==> config.mk <==
export PLATFORM = sky130hd
export DESIGN_NAME = context_selected_pixel_predictor_core
export DESIGN_NICKNAME = d
export VERILOG_FILES = /design/src/sv/csp_pkg.sv /design/src/sv/context_selected_pixel_predictor_core.sv /design/src/sv/csp_table.sv /design/src/sv/csp_form.sv /design/src/sv/csp_divide.sv /design/src/sv/csp_clip.sv
export SDC_FILE = /design/constraint.sdc
export NUM_CORES = 2
export LEC_CHECK = 0
export BUFFER_PORTS_ARGS = -buffer_cell sky130_fd_sc_hd__buf_2
export CAP_MARGIN = 20
export CORE_ASPECT_RATIO = 1.75
export CORE_UTILIZATION = 60
export CTS_BUF_LIST = sky130_fd_sc_hd__clkbuf_16
export CTS_CLUSTER_DIAMETER = 200
export CTS_CLUSTER_SIZE = 24
export DETAILED_ROUTE_END_ITERATION = 6
export HOLD_SLACK_MARGIN = 0.06
export PLACE_DENSITY = 0.78
export REMOVE_ABC_BUFFERS = 1
export SETUP_SLACK_MARGIN = 0.4
export SLEW_MARGIN = 15
export SYNTH_ARGS = -nofsm -noshare
export SYNTH_HDL_FRONTEND = slang
export SYNTH_SLANG_ARGS = --single-unit
==> constraint.sdc <==
create_clock -name clk_i -period 14.83 [get_ports clk_i]
set_clock_uncertainty 0.15 [all_clocks]
set_input_delay 3.7075 -clock clk_i [delete_from_list [all_inputs] [get_ports clk_i]]
set_output_delay 3.7075 -clock clk_i [all_outputs]
set_load 0.05 [all_outputs]
==> src/sv/csp_pkg.sv <==
package csp_pkg;

  localparam int unsigned SampleW = 16;
  localparam int unsigned CtxW    = 6;
  localparam int unsigned SelW    = 4;
  // Signed width of a weighted sum: 8A + B + 4 stays below 2^20.
  localparam int unsigned NumW    = 21;

  // Division by three is a multiply by ceil(2^20 / 3) and a shift by 20.
  // It is exact for numerators below 2^19. The one predictor that divides
  // by three never exceeds 3 * 65535 + 1.
  localparam int unsigned Div3InW  = 18;
  localparam int unsigned RecipW   = 19;
  localparam int unsigned Div3Sh   = 20;
  localparam logic [RecipW-1:0] Recip3 = 19'd349526;
  localparam int unsigned Q3W      = Div3InW + RecipW - Div3Sh;

  localparam logic [SelW-1:0] PredMed = 4'd15;

  localparam int unsigned CfgAddrW = 3;
  localparam logic RegClipLow  = 1'b0;
  localparam logic RegClipHigh = 1'b1;

  typedef enum logic [2:0] {
    DIV_1,
    DIV_2,
    DIV_3,
    DIV_4,
    DIV_8
  } div_e;

  // Stage 1: predictor picked from the table and masked neighbors.
  typedef struct packed {
    logic [SelW-1:0]    sel;
    logic [SampleW-1:0] a;
    logic [SampleW-1:0] b;
    logic [SampleW-1:0] c;
    logic [SampleW-1:0] d;
  } s1_t;

  // Stage 2: numerator before the division.
  typedef struct packed {
    logic [SelW-1:0]        sel;
    div_e                   div;
    logic signed [NumW-1:0] num;
  } s2_t;

  // Stage 3: quotient from the shift path and from the divide-by-three path.
  typedef struct packed {
    logic [SelW-1:0]        sel;
    logic                   div3;
    logic signed [NumW-1:0] quot;
    logic [Q3W-1:0]         q3;
  } s3_t;

  function automatic div_e pred_div(input logic [SelW-1:0] sel);
    div_e dv;
    case (sel)
      4'd0, 4'd1, 4'd9, PredMed: dv = DIV_1;
      4'd3:                      dv = DIV_3;
      4'd11, 4'd14:              dv = DIV_4;
      4'd7, 4'd8, 4'd12:         dv = DIV_8;
      default:                   dv = DIV_2;
    endcase
    return dv;
  endfunction

endpackage

==> src/sv/context_selected_pixel_predictor_core.sv <==
// Context-selected pixel predictor. Each input beat either loads a table
// entry (tuser = 0) that maps a context number to one of sixteen fixed
// predictors, or asks for a prediction (tuser = 1) from the causal neighbors
// A to D of one pixel; neighbors E and F are carried but never weighted.
// Load beats give no output beat; each prediction beat gives exactly one,
// in order. The block takes one beat per clock cycle while it is not held
// by a stalled output, and a prediction appears in the last of four
// register stages: a registered table read taken at the accepting edge,
// the weighted sum or median edge detector, the division (shifts, or one
// 18 x 19 multiply for the divide-by-three predictor), and the clip into
// the output register. Each stage holds only while its successor is full
// and stalled, so bubbles close up and a waiting output beat does not stop
// the input until the pipeline is full. The table is a 64-entry memory with
// a valid flag per entry that reset clears at once, so no clearing pass is
// needed and an entry never loaded reads as predictor 0. A load followed in
// the next cycle by a prediction for the same context already sees the new
// entry. The clip bounds sit behind an APB port at byte addresses 0 (low)
// and 4 (high) and are only to be written while no prediction is in flight.
module context_selected_pixel_predictor_core import csp_pkg::*; #(
  parameter int unsigned CONTEXTS    = 64,
  parameter int unsigned SAMPLE_BITS = 16
) (
  input  logic                clk_i,
  input  logic                rst_ni,

  input  logic                s_axis_tvalid,
  output logic                s_axis_tready,
  // tdata: context_req[5:0], predictor_load[9:6], neighbor_a[25:10],
  // neighbor_b[41:26], neighbor_c[57:42], neighbor_d[73:58],
  // neighbor_e[89:74], neighbor_f[105:90], zero padding up to bit 111.
  input  logic [111:0]        s_axis_tdata,
  // tuser: mode[0] (0 loads a table entry, 1 asks for a prediction).
  input  logic [0:0]          s_axis_tuser,

  output logic                m_axis_tvalid,
  input  logic                m_axis_tready,
  // tdata: prediction[15:0], predictor_used[19:16], zero padding to bit 23.
  output logic [23:0]         m_axis_tdata,

  input  logic                psel,
  input  logic                penable,
  input  logic                pwrite,
  input  logic [CfgAddrW-1:0] paddr,
  input  logic [31:0]         pwdata,
  output logic [31:0]         prdata,
  output logic                pready
);

  // Samples wider than SAMPLE_BITS are reduced to their low bits.
  localparam logic [SampleW-1:0] SampleMask =
    SampleW'((32'd1 << SAMPLE_BITS) - 32'd1);

  logic [SampleW-1:0] clip_low_q, clip_high_q;
  logic               v1_q, v2_q, v3_q, v4_q;
  logic               en1, en2, en3, en4;
  logic               in_accept, is_predict, cfg_wr;
  logic [CtxW-1:0]    ctx;
  logic [SelW-1:0]    sel_wr;
  logic [SampleW-1:0] na, nb, nc, nd;
  s1_t                s1;
  s2_t                s2;
  s3_t                s3;
  logic [SampleW-1:0] prediction;
  logic [SelW-1:0]    predictor_used;

  // Unpack the input beat. Neighbors E and F are not used by any predictor.
  assign ctx    = s_axis_tdata[5:0];
  assign sel_wr = s_axis_tdata[9:6];
  assign na     = s_axis_tdata[25:10] & SampleMask;
  assign nb     = s_axis_tdata[41:26] & SampleMask;
  assign nc     = s_axis_tdata[57:42] & SampleMask;
  assign nd     = s_axis_tdata[73:58] & SampleMask;

  // A stage may load when it is empty or its contents move on this cycle.
  assign en4 = !v4_q || m_axis_tready;
  assign en3 = !v3_q || en4;
  assign en2 = !v2_q || en3;
  assign en1 = !v1_q || en2;

  assign s_axis_tready = en1;
  assign in_accept     = s_axis_tvalid && s_axis_tready;
  assign is_predict    = s_axis_tuser[0];

  always_ff @(posedge clk_i or negedge rst_ni) begin
    if (!rst_ni) begin
      v1_q <= 1'b0;
      v2_q <= 1'b0;
      v3_q <= 1'b0;
      v4_q <= 1'b0;
    end else begin
      if (en1) begin
        v1_q <= in_accept && is_predict;
      end
      if (en2) begin
        v2_q <= v1_q;
      end
      if (en3) begin
        v3_q <= v2_q;
      end
      if (en4) begin
        v4_q <= v3_q;
      end
    end
  end

  csp_table #(
    .CONTEXTS (CONTEXTS)
  ) u_table (
    .clk_i     (clk_i),
    .rst_ni    (rst_ni),
    .load_en_i (en1),
    .wr_en_i   (in_accept && !is_predict),
    .ctx_i     (ctx),
    .sel_wr_i  (sel_wr),
    .a_i       (na),
    .b_i       (nb),
    .c_i       (nc),
    .d_i       (nd),
    .s1_o      (s1)
  );

  csp_form u_form (
    .clk_i (clk_i),
    .en_i  (en2),
    .s1_i  (s1),
    .s2_o  (s2)
  );

  csp_divide u_divide (
    .clk_i (clk_i),
    .en_i  (en3),
    .s2_i  (s2),
    .s3_o  (s3)
  );

  csp_clip u_clip (
    .clk_i            (clk_i),
    .en_i             (en4),
    .s3_i             (s3),
    .clip_low_i       (clip_low_q),
    .clip_high_i      (clip_high_q),
    .prediction_o     (prediction),
    .predictor_used_o (predictor_used)
  );

  assign m_axis_tvalid = v4_q;
  assign m_axis_tdata  = {4'b0000, predictor_used, prediction};

  // Configuration registers. Bit 2 of the address selects the register.
  assign pready = 1'b1;
  assign cfg_wr = psel && penable && pwrite && pready;

  always_ff @(posedge clk_i or negedge rst_ni) begin
    if (!rst_ni) begin
      clip_low_q  <= 16'd0;
      clip_high_q <= 16'd255;
    end else if (cfg_wr) begin
      if (paddr[2] == RegClipLow) begin
        clip_low_q <= pwdata[SampleW-1:0];
      end else begin
        clip_high_q <= pwdata[SampleW-1:0];
      end
    end
  end

  assign prdata = (paddr[2] == RegClipHigh) ? {16'd0, clip_high_q} : {16'd0, clip_low_q};

endmodule

==> src/sv/csp_table.sv <==
module csp_table import csp_pkg::*; #(
  parameter int unsigned CONTEXTS = 64
) (
  input  logic               clk_i,
  input  logic               rst_ni,
  input  logic               load_en_i,
  input  logic               wr_en_i,
  input  logic [CtxW-1:0]    ctx_i,
  input  logic [SelW-1:0]    sel_wr_i,
  input  logic [SampleW-1:0] a_i,
  input  logic [SampleW-1:0] b_i,
  input  logic [SampleW-1:0] c_i,
  input  logic [SampleW-1:0] d_i,
  output s1_t                s1_o
);

  // Only the first 64 contexts can be addressed by the six-bit context field.
  localparam int unsigned Depth = (CONTEXTS < (1 << CtxW)) ? CONTEXTS : (1 << CtxW);
  localparam int unsigned IdxW  = (Depth > 1) ? $clog2(Depth) : 1;

  logic [SelW-1:0]    mem [Depth];
  logic [Depth-1:0]   vld_q;
  logic [SelW-1:0]    rd_q;
  logic               hit_q;
  logic [SampleW-1:0] a_q, b_q, c_q, d_q;
  logic [IdxW-1:0]    idx;
  logic               in_range;

  assign idx      = ctx_i[IdxW-1:0];
  assign in_range = 32'(ctx_i) < CONTEXTS;

  always_ff @(posedge clk_i) begin
    if (wr_en_i && in_range) begin
      mem[idx] <= sel_wr_i;
    end
  end

  // An entry that was never written reads as predictor 0.
  always_ff @(posedge clk_i or negedge rst_ni) begin
    if (!rst_ni) begin
      vld_q <= '0;
    end else if (wr_en_i && in_range) begin
      vld_q[idx] <= 1'b1;
    end
  end

  always_ff @(posedge clk_i) begin
    if (load_en_i) begin
      rd_q  <= mem[idx];
      hit_q <= in_range && vld_q[idx];
      a_q   <= a_i;
      b_q   <= b_i;
      c_q   <= c_i;
      d_q   <= d_i;
    end
  end

  assign s1_o.sel = hit_q ? rd_q : '0;
  assign s1_o.a   = a_q;
  assign s1_o.b   = b_q;
  assign s1_o.c   = c_q;
  assign s1_o.d   = d_q;

endmodule

==> src/sv/csp_form.sv <==
module csp_form import csp_pkg::*; (
  input  logic clk_i,
  input  logic en_i,
  input  s1_t  s1_i,
  output s2_t  s2_o
);

  logic signed [NumW-1:0] sa, sb, sc, sd;
  logic signed [NumW-1:0] med;
  logic signed [NumW-1:0] num;
  logic [SampleW-1:0]     hi, lo;
  s2_t                    s2_q;

  assign sa = $signed({{(NumW-SampleW){1'b0}}, s1_i.a});
  assign sb = $signed({{(NumW-SampleW){1'b0}}, s1_i.b});
  assign sc = $signed({{(NumW-SampleW){1'b0}}, s1_i.c});
  assign sd = $signed({{(NumW-SampleW){1'b0}}, s1_i.d});

  // Median edge detector: pick the smaller neighbor on a rising edge above,
  // the larger on a falling edge, the planar estimate otherwise.
  always_comb begin
    hi = (s1_i.a > s1_i.b) ? s1_i.a : s1_i.b;
    lo = (s1_i.a > s1_i.b) ? s1_i.b : s1_i.a;
    if (s1_i.c >= hi) begin
      med = $signed({{(NumW-SampleW){1'b0}}, lo});
    end else if (s1_i.c <= lo) begin
      med = $signed({{(NumW-SampleW){1'b0}}, hi});
    end else begin
      med = sa + sb - sc;
    end
  end

  always_comb begin
    case (s1_i.sel)
      4'd0:    num = sa;
      4'd1:    num = sb;
      4'd2:    num = sa + sb;
      4'd3:    num = sa + sb + sc + 21'sd1;
      4'd4:    num = sa + sc;
      4'd5:    num = sa + sd;
      4'd6:    num = sb + sc;
      4'd7:    num = (sa <<< 2) + (sb <<< 2) - sc + sd + 21'sd4;
      4'd8:    num = (sa <<< 2) + (sb <<< 2) + sc - sd + 21'sd4;
      4'd9:    num = sa + sb - sc;
      4'd10:   num = (sa <<< 1) + sb - sc + 21'sd1;
      4'd11:   num = (sa <<< 2) + sb - sc + 21'sd2;
      4'd12:   num = (sa <<< 3) + sb - sc + 21'sd4;
      4'd13:   num = sa + (sb <<< 1) - sc + 21'sd1;
      4'd14:   num = sa + (sb <<< 2) - sc + 21'sd2;
      default: num = med;
    endcase
  end

  always_ff @(posedge clk_i) begin
    if (en_i) begin
      s2_q.sel <= s1_i.sel;
      s2_q.div <= pred_div(s1_i.sel);
      s2_q.num <= num;
    end
  end

  assign s2_o = s2_q;

endmodule

==> src/sv/csp_divide.sv <==
module csp_divide import csp_pkg::*; (
  input  logic clk_i,
  input  logic en_i,
  input  s2_t  s2_i,
  output s3_t  s3_o
);

  logic signed [NumW-1:0]        quot;
  logic [Div3InW+RecipW-1:0]     prod;
  s3_t                           s3_q;

  // Shifts truncate toward zero: a negative numerator is biased by the
  // divisor minus one before the arithmetic shift.
  always_comb begin
    case (s2_i.div)
      DIV_2:   quot = (s2_i.num + (s2_i.num[NumW-1] ? 21'sd1 : 21'sd0)) >>> 1;
      DIV_4:   quot = (s2_i.num + (s2_i.num[NumW-1] ? 21'sd3 : 21'sd0)) >>> 2;
      DIV_8:   quot = (s2_i.num + (s2_i.num[NumW-1] ? 21'sd7 : 21'sd0)) >>> 3;
      default: quot = s2_i.num;
    endcase
  end

  assign prod = s2_i.num[Div3InW-1:0] * Recip3;

  always_ff @(posedge clk_i) begin
    if (en_i) begin
      s3_q.sel  <= s2_i.sel;
      s3_q.div3 <= (s2_i.div == DIV_3);
      s3_q.quot <= quot;
      s3_q.q3   <= prod[Div3InW+RecipW-1:Div3Sh];
    end
  end

  assign s3_o = s3_q;

endmodule

==> src/sv/csp_clip.sv <==
module csp_clip import csp_pkg::*; (
  input  logic               clk_i,
  input  logic               en_i,
  input  s3_t                s3_i,
  input  logic [SampleW-1:0] clip_low_i,
  input  logic [SampleW-1:0] clip_high_i,
  output logic [SampleW-1:0] prediction_o,
  output logic [SelW-1:0]    predictor_used_o
);

  logic signed [NumW-1:0] q, lo, hi;
  logic [SampleW-1:0]     clipped;
  logic [SampleW-1:0]     pred_q;
  logic [SelW-1:0]        sel_q;

  assign q  = s3_i.div3 ? $signed({{(NumW-Q3W){1'b0}}, s3_i.q3}) : s3_i.quot;
  assign lo = $signed({{(NumW-SampleW){1'b0}}, clip_low_i});
  assign hi = $signed({{(NumW-SampleW){1'b0}}, clip_high_i});

  // The low bound is tested first, so with an inverted range it wins only
  // for values below it.
  always_comb begin
    if (q < lo) begin
      clipped = clip_low_i;
    end else if (q > hi) begin
      clipped = clip_high_i;
    end else begin
      clipped = q[SampleW-1:0];
    end
  end

  always_ff @(posedge clk_i) begin
    if (en_i) begin
      pred_q <= clipped;
      sel_q  <= s3_i.sel;
    end
  end

  assign prediction_o     = pred_q;
  assign predictor_used_o = sel_q;

endmodule

==> flow_summary.toml <==
[cells_and_area]
area_growth_pct = 5.63
n_antenna_cell = 0
drive_gt1_share_pct = 8.94
final_cells = 5556
final_cell_area_um2 = 47600
multiInputGateArea_um2 = 27800
fin_nets = 5549
n_fill_cell = 6103
regArea_um2 = 15000

[grt]
grt_pass1_vias = 35517
grt_max_degree = 65
grt_usage_pct = 37.6
use_met1_pct = 41.9
grt-busiest-layer = "met2"
grt_pass1_wl_um = 213000
antenna_found_initial = 2
use_met3_pct = 4.07
use_met2_pct = 64.4
grt_remaining_overflow = 0

[setup_path]
worst_setup_path_end_kind = "output port"
crit_chain = "buf_2 -> nor2b_1 -> nand4_1 -> buf_4 -> buf_2"
slowest_stage = "nor2b_1"
max_stage_delay_ns = 0.41
reg2reg_to = "u_form.s2_o[19]"
critical_path.top_delay_family = "buffers and inverters"
crit_buf_inv = 3
reg2reg_from = "u_table.b_q[14]"
critPathLaunchType = "primary input"
cp.required_ns = 10.97
path_common_cell = "buf_2"
reg2reg_slack_ns = 7.34
path_max_fanout = 5
worst-endpoint-arrival_ns = 4.86
worst-setup-path-type = "primary input to output port"
reg2reg_depth = 19

[route]
dr.pass1.iters = 6
first_iter_violations = 2693
antenna_left = 0
vias = 35897
wire_per_inst_um = 25.9
drc_errors = 0
viasPerCell = 6.46
wl_um = 144000

[clock_tree]
clk_latency_ns = 0.67
cts-root-buf = "clkbuf_16"
cts_made_buffers = 25
cts.htree.levels = 1
cts_resized = 0
cts_max_path_buffers = 3
clk_pin_slew_ns = 0.10
cts_setup_buffers = 0
cts_sinks = 516
cts_tree = "built"
hold_buffers = 0

[flow_run]
maxCapViolCount = 0

[placement]
port-buffer-count = 136
dp_hpwl_um = 111000
dp_cells = 5508
placed_area_um2 = 46800
gp_congestion = 1.03

[logic_synthesis]
yosys.area_share.xor_xnor_pct = 5.40
ys_warn_count = 0
syn_area_per_cell_um2 = 10.0
synth_area_leaders = "edfxtp_1 28%, ha_1 18%, fa_1 6.9%, dfrtp_1 5.1%, xnor2_1 3.8%"
synth.largest_area_cell = "edfxtp_1"
yosysTopAreaCellShare_pct = 27.7
synth-seq-cells = 516
synth_compound_area_share_pct = 17.4
synth_flop_cell = "edfxtp_1"
synthAdderAreaFrac_pct = 24.7
syn_area_um2 = 45100
synth_edf_count = 416
synth_top_family_by_area = "adder cells"
ys_seq_area_share_pct = 33.3
synthSimpleGateAreaFrac_pct = 11.1
async_flop_share_pct = 19.4
synth_cell_types = 106
syn_inst = 4506
synthMuxAreaShare_pct = 2.75

[timing]
finalHoldViolations = 0
layout_min_cycle_time_ns = 8.72
tightest_slew_ns = 1.21
slew_headroom_pct = 18.6
setup_tns_ns = 0
setup_viol = 0
final_max_slew_viol_count = 0
max_freq_mhz = 115
post-route-period-util_pct = 58.8
holdWs_ns = 0.281
rsz0062_at_grt = "false"

[die]
pin_count = 214
die_x_um = 209
coreArea_um2 = 74200
placementRows = 132
die_h_um = 365
die_area_um2 = 76300
start_util_pct = 60.8

[outcome]
outcome = "complete, no violations"

[min_path]
holdCritPathClass = "flip-flop to flip-flop"
worstHoldPathCells = 0
holdPathEnd = "u_clip.predictor_used_o[0]"
hold_start = "u_divide.s3_o[39]"
layout make-up:
class,count,area share [%]
clock buffer,25,1.31
clock inverter,21,0.226
inverter,445,3.51
multi-input combinational,3403,58.4
sequential,516,31.5
tap,938,2.46
timing repair buffer,208,2.62
worst max-delay path by stage:
stage,start,endpoint,slack (ns),cells past startpoint
3_5_place_dp,m_axis_tready,s_axis_tready,6.22,5
3_3_place_gp,m_axis_tready,s_axis_tready,6.22,5
6_report,m_axis_tready,s_axis_tready,6.11,5
4_1_cts,m_axis_tready,s_axis_tready,6.22,5
5_1_grt,m_axis_tready,s_axis_tready,6.00,5
2_1_floorplan,m_axis_tready,s_axis_tready,4.64,2
synth_stat cells (46+ instances only):
cell / n
o21ai_0: 200
nand3_1: 90
mux2_2: 52
a211oi_1: 48
nor2_1: 313
xor2_1: 81
dfrtp_1: 92
a22oi_1: 123
mux2i_1: 64
nand4_1: 53
inv_1: 442
a21o_1: 74
a21oi_1: 259
fa_1: 156
edfxtp_1: 416
o21a_1: 47
xnor2_1: 197
clkbuf_1: 114
nor2b_1: 46
ha_1: 639
or2_2: 78
nor3_1: 62
nand2_1: 231
a221oi_1: 53
routing by layer:
| metal | vias up | routed length (um) |
|---|---|---|
| li1 | 16559 | - |
| met1 | 17220 | 51300 |
| met2 | 1579 | 68700 |
| met3 | 537 | 9130 |
| met4 | 2 | 14700 |
| met5 | - | 18 |
kinds of logic after synthesis:
kind of cell,Yosys count
DFF,516
adders and majority gates,795
AOI/OAI and AO/OA,1156
and+or+nand+nor,1036
buffers and inverters,606
other,2
muxes,117
xor gates and xnor gates,278
flip-flops by register name (all words and copies together), names as in the netlist:
register and cells:
m_axis_tvalid 1, u_table.a_q 16, v1_q 1, clip_low_q 16, u_clip.prediction_o 16, u_form.s2_o 28, u_table.hit_q 1, u_table.d_q 16
u_table.mem 256, u_table.c_q 16, u_divide.s3_o 43, u_table.b_q 16, u_table.rd_q 4, clip_high_q 16, v3_q 1, v2_q 1
u_table.vld_q 64, u_clip.predictor_used_o 4
placed cells by master (no fill, tap or decap), types with 135 or more instances in the layout:
cell,synthesis,routed
nand2_1,231,230
edfxtp_1,416,416
fa_1,156,156
buf_2,12,135
ha_1,639,639
o21ai_0,200,200
xnor2_1,197,197
nor2_1,313,311
inv_1,442,461
a21oi_1,259,259
stage by stage:
stage / setup slack, ns / util, %
3_5_place_dp: 6.22 / 63.2
5_1_grt: 6.00 / 64.2
4_1_cts: 6.22 / 64.2
6_report: 6.11 / 64.2
2_1_floorplan: 4.64 / -
3_3_place_gp: 6.22 / 63.2
Power is left out: the tool's default activity adds up to more than one toggle a clock period on the data nets, which glitch-free logic cannot reach.
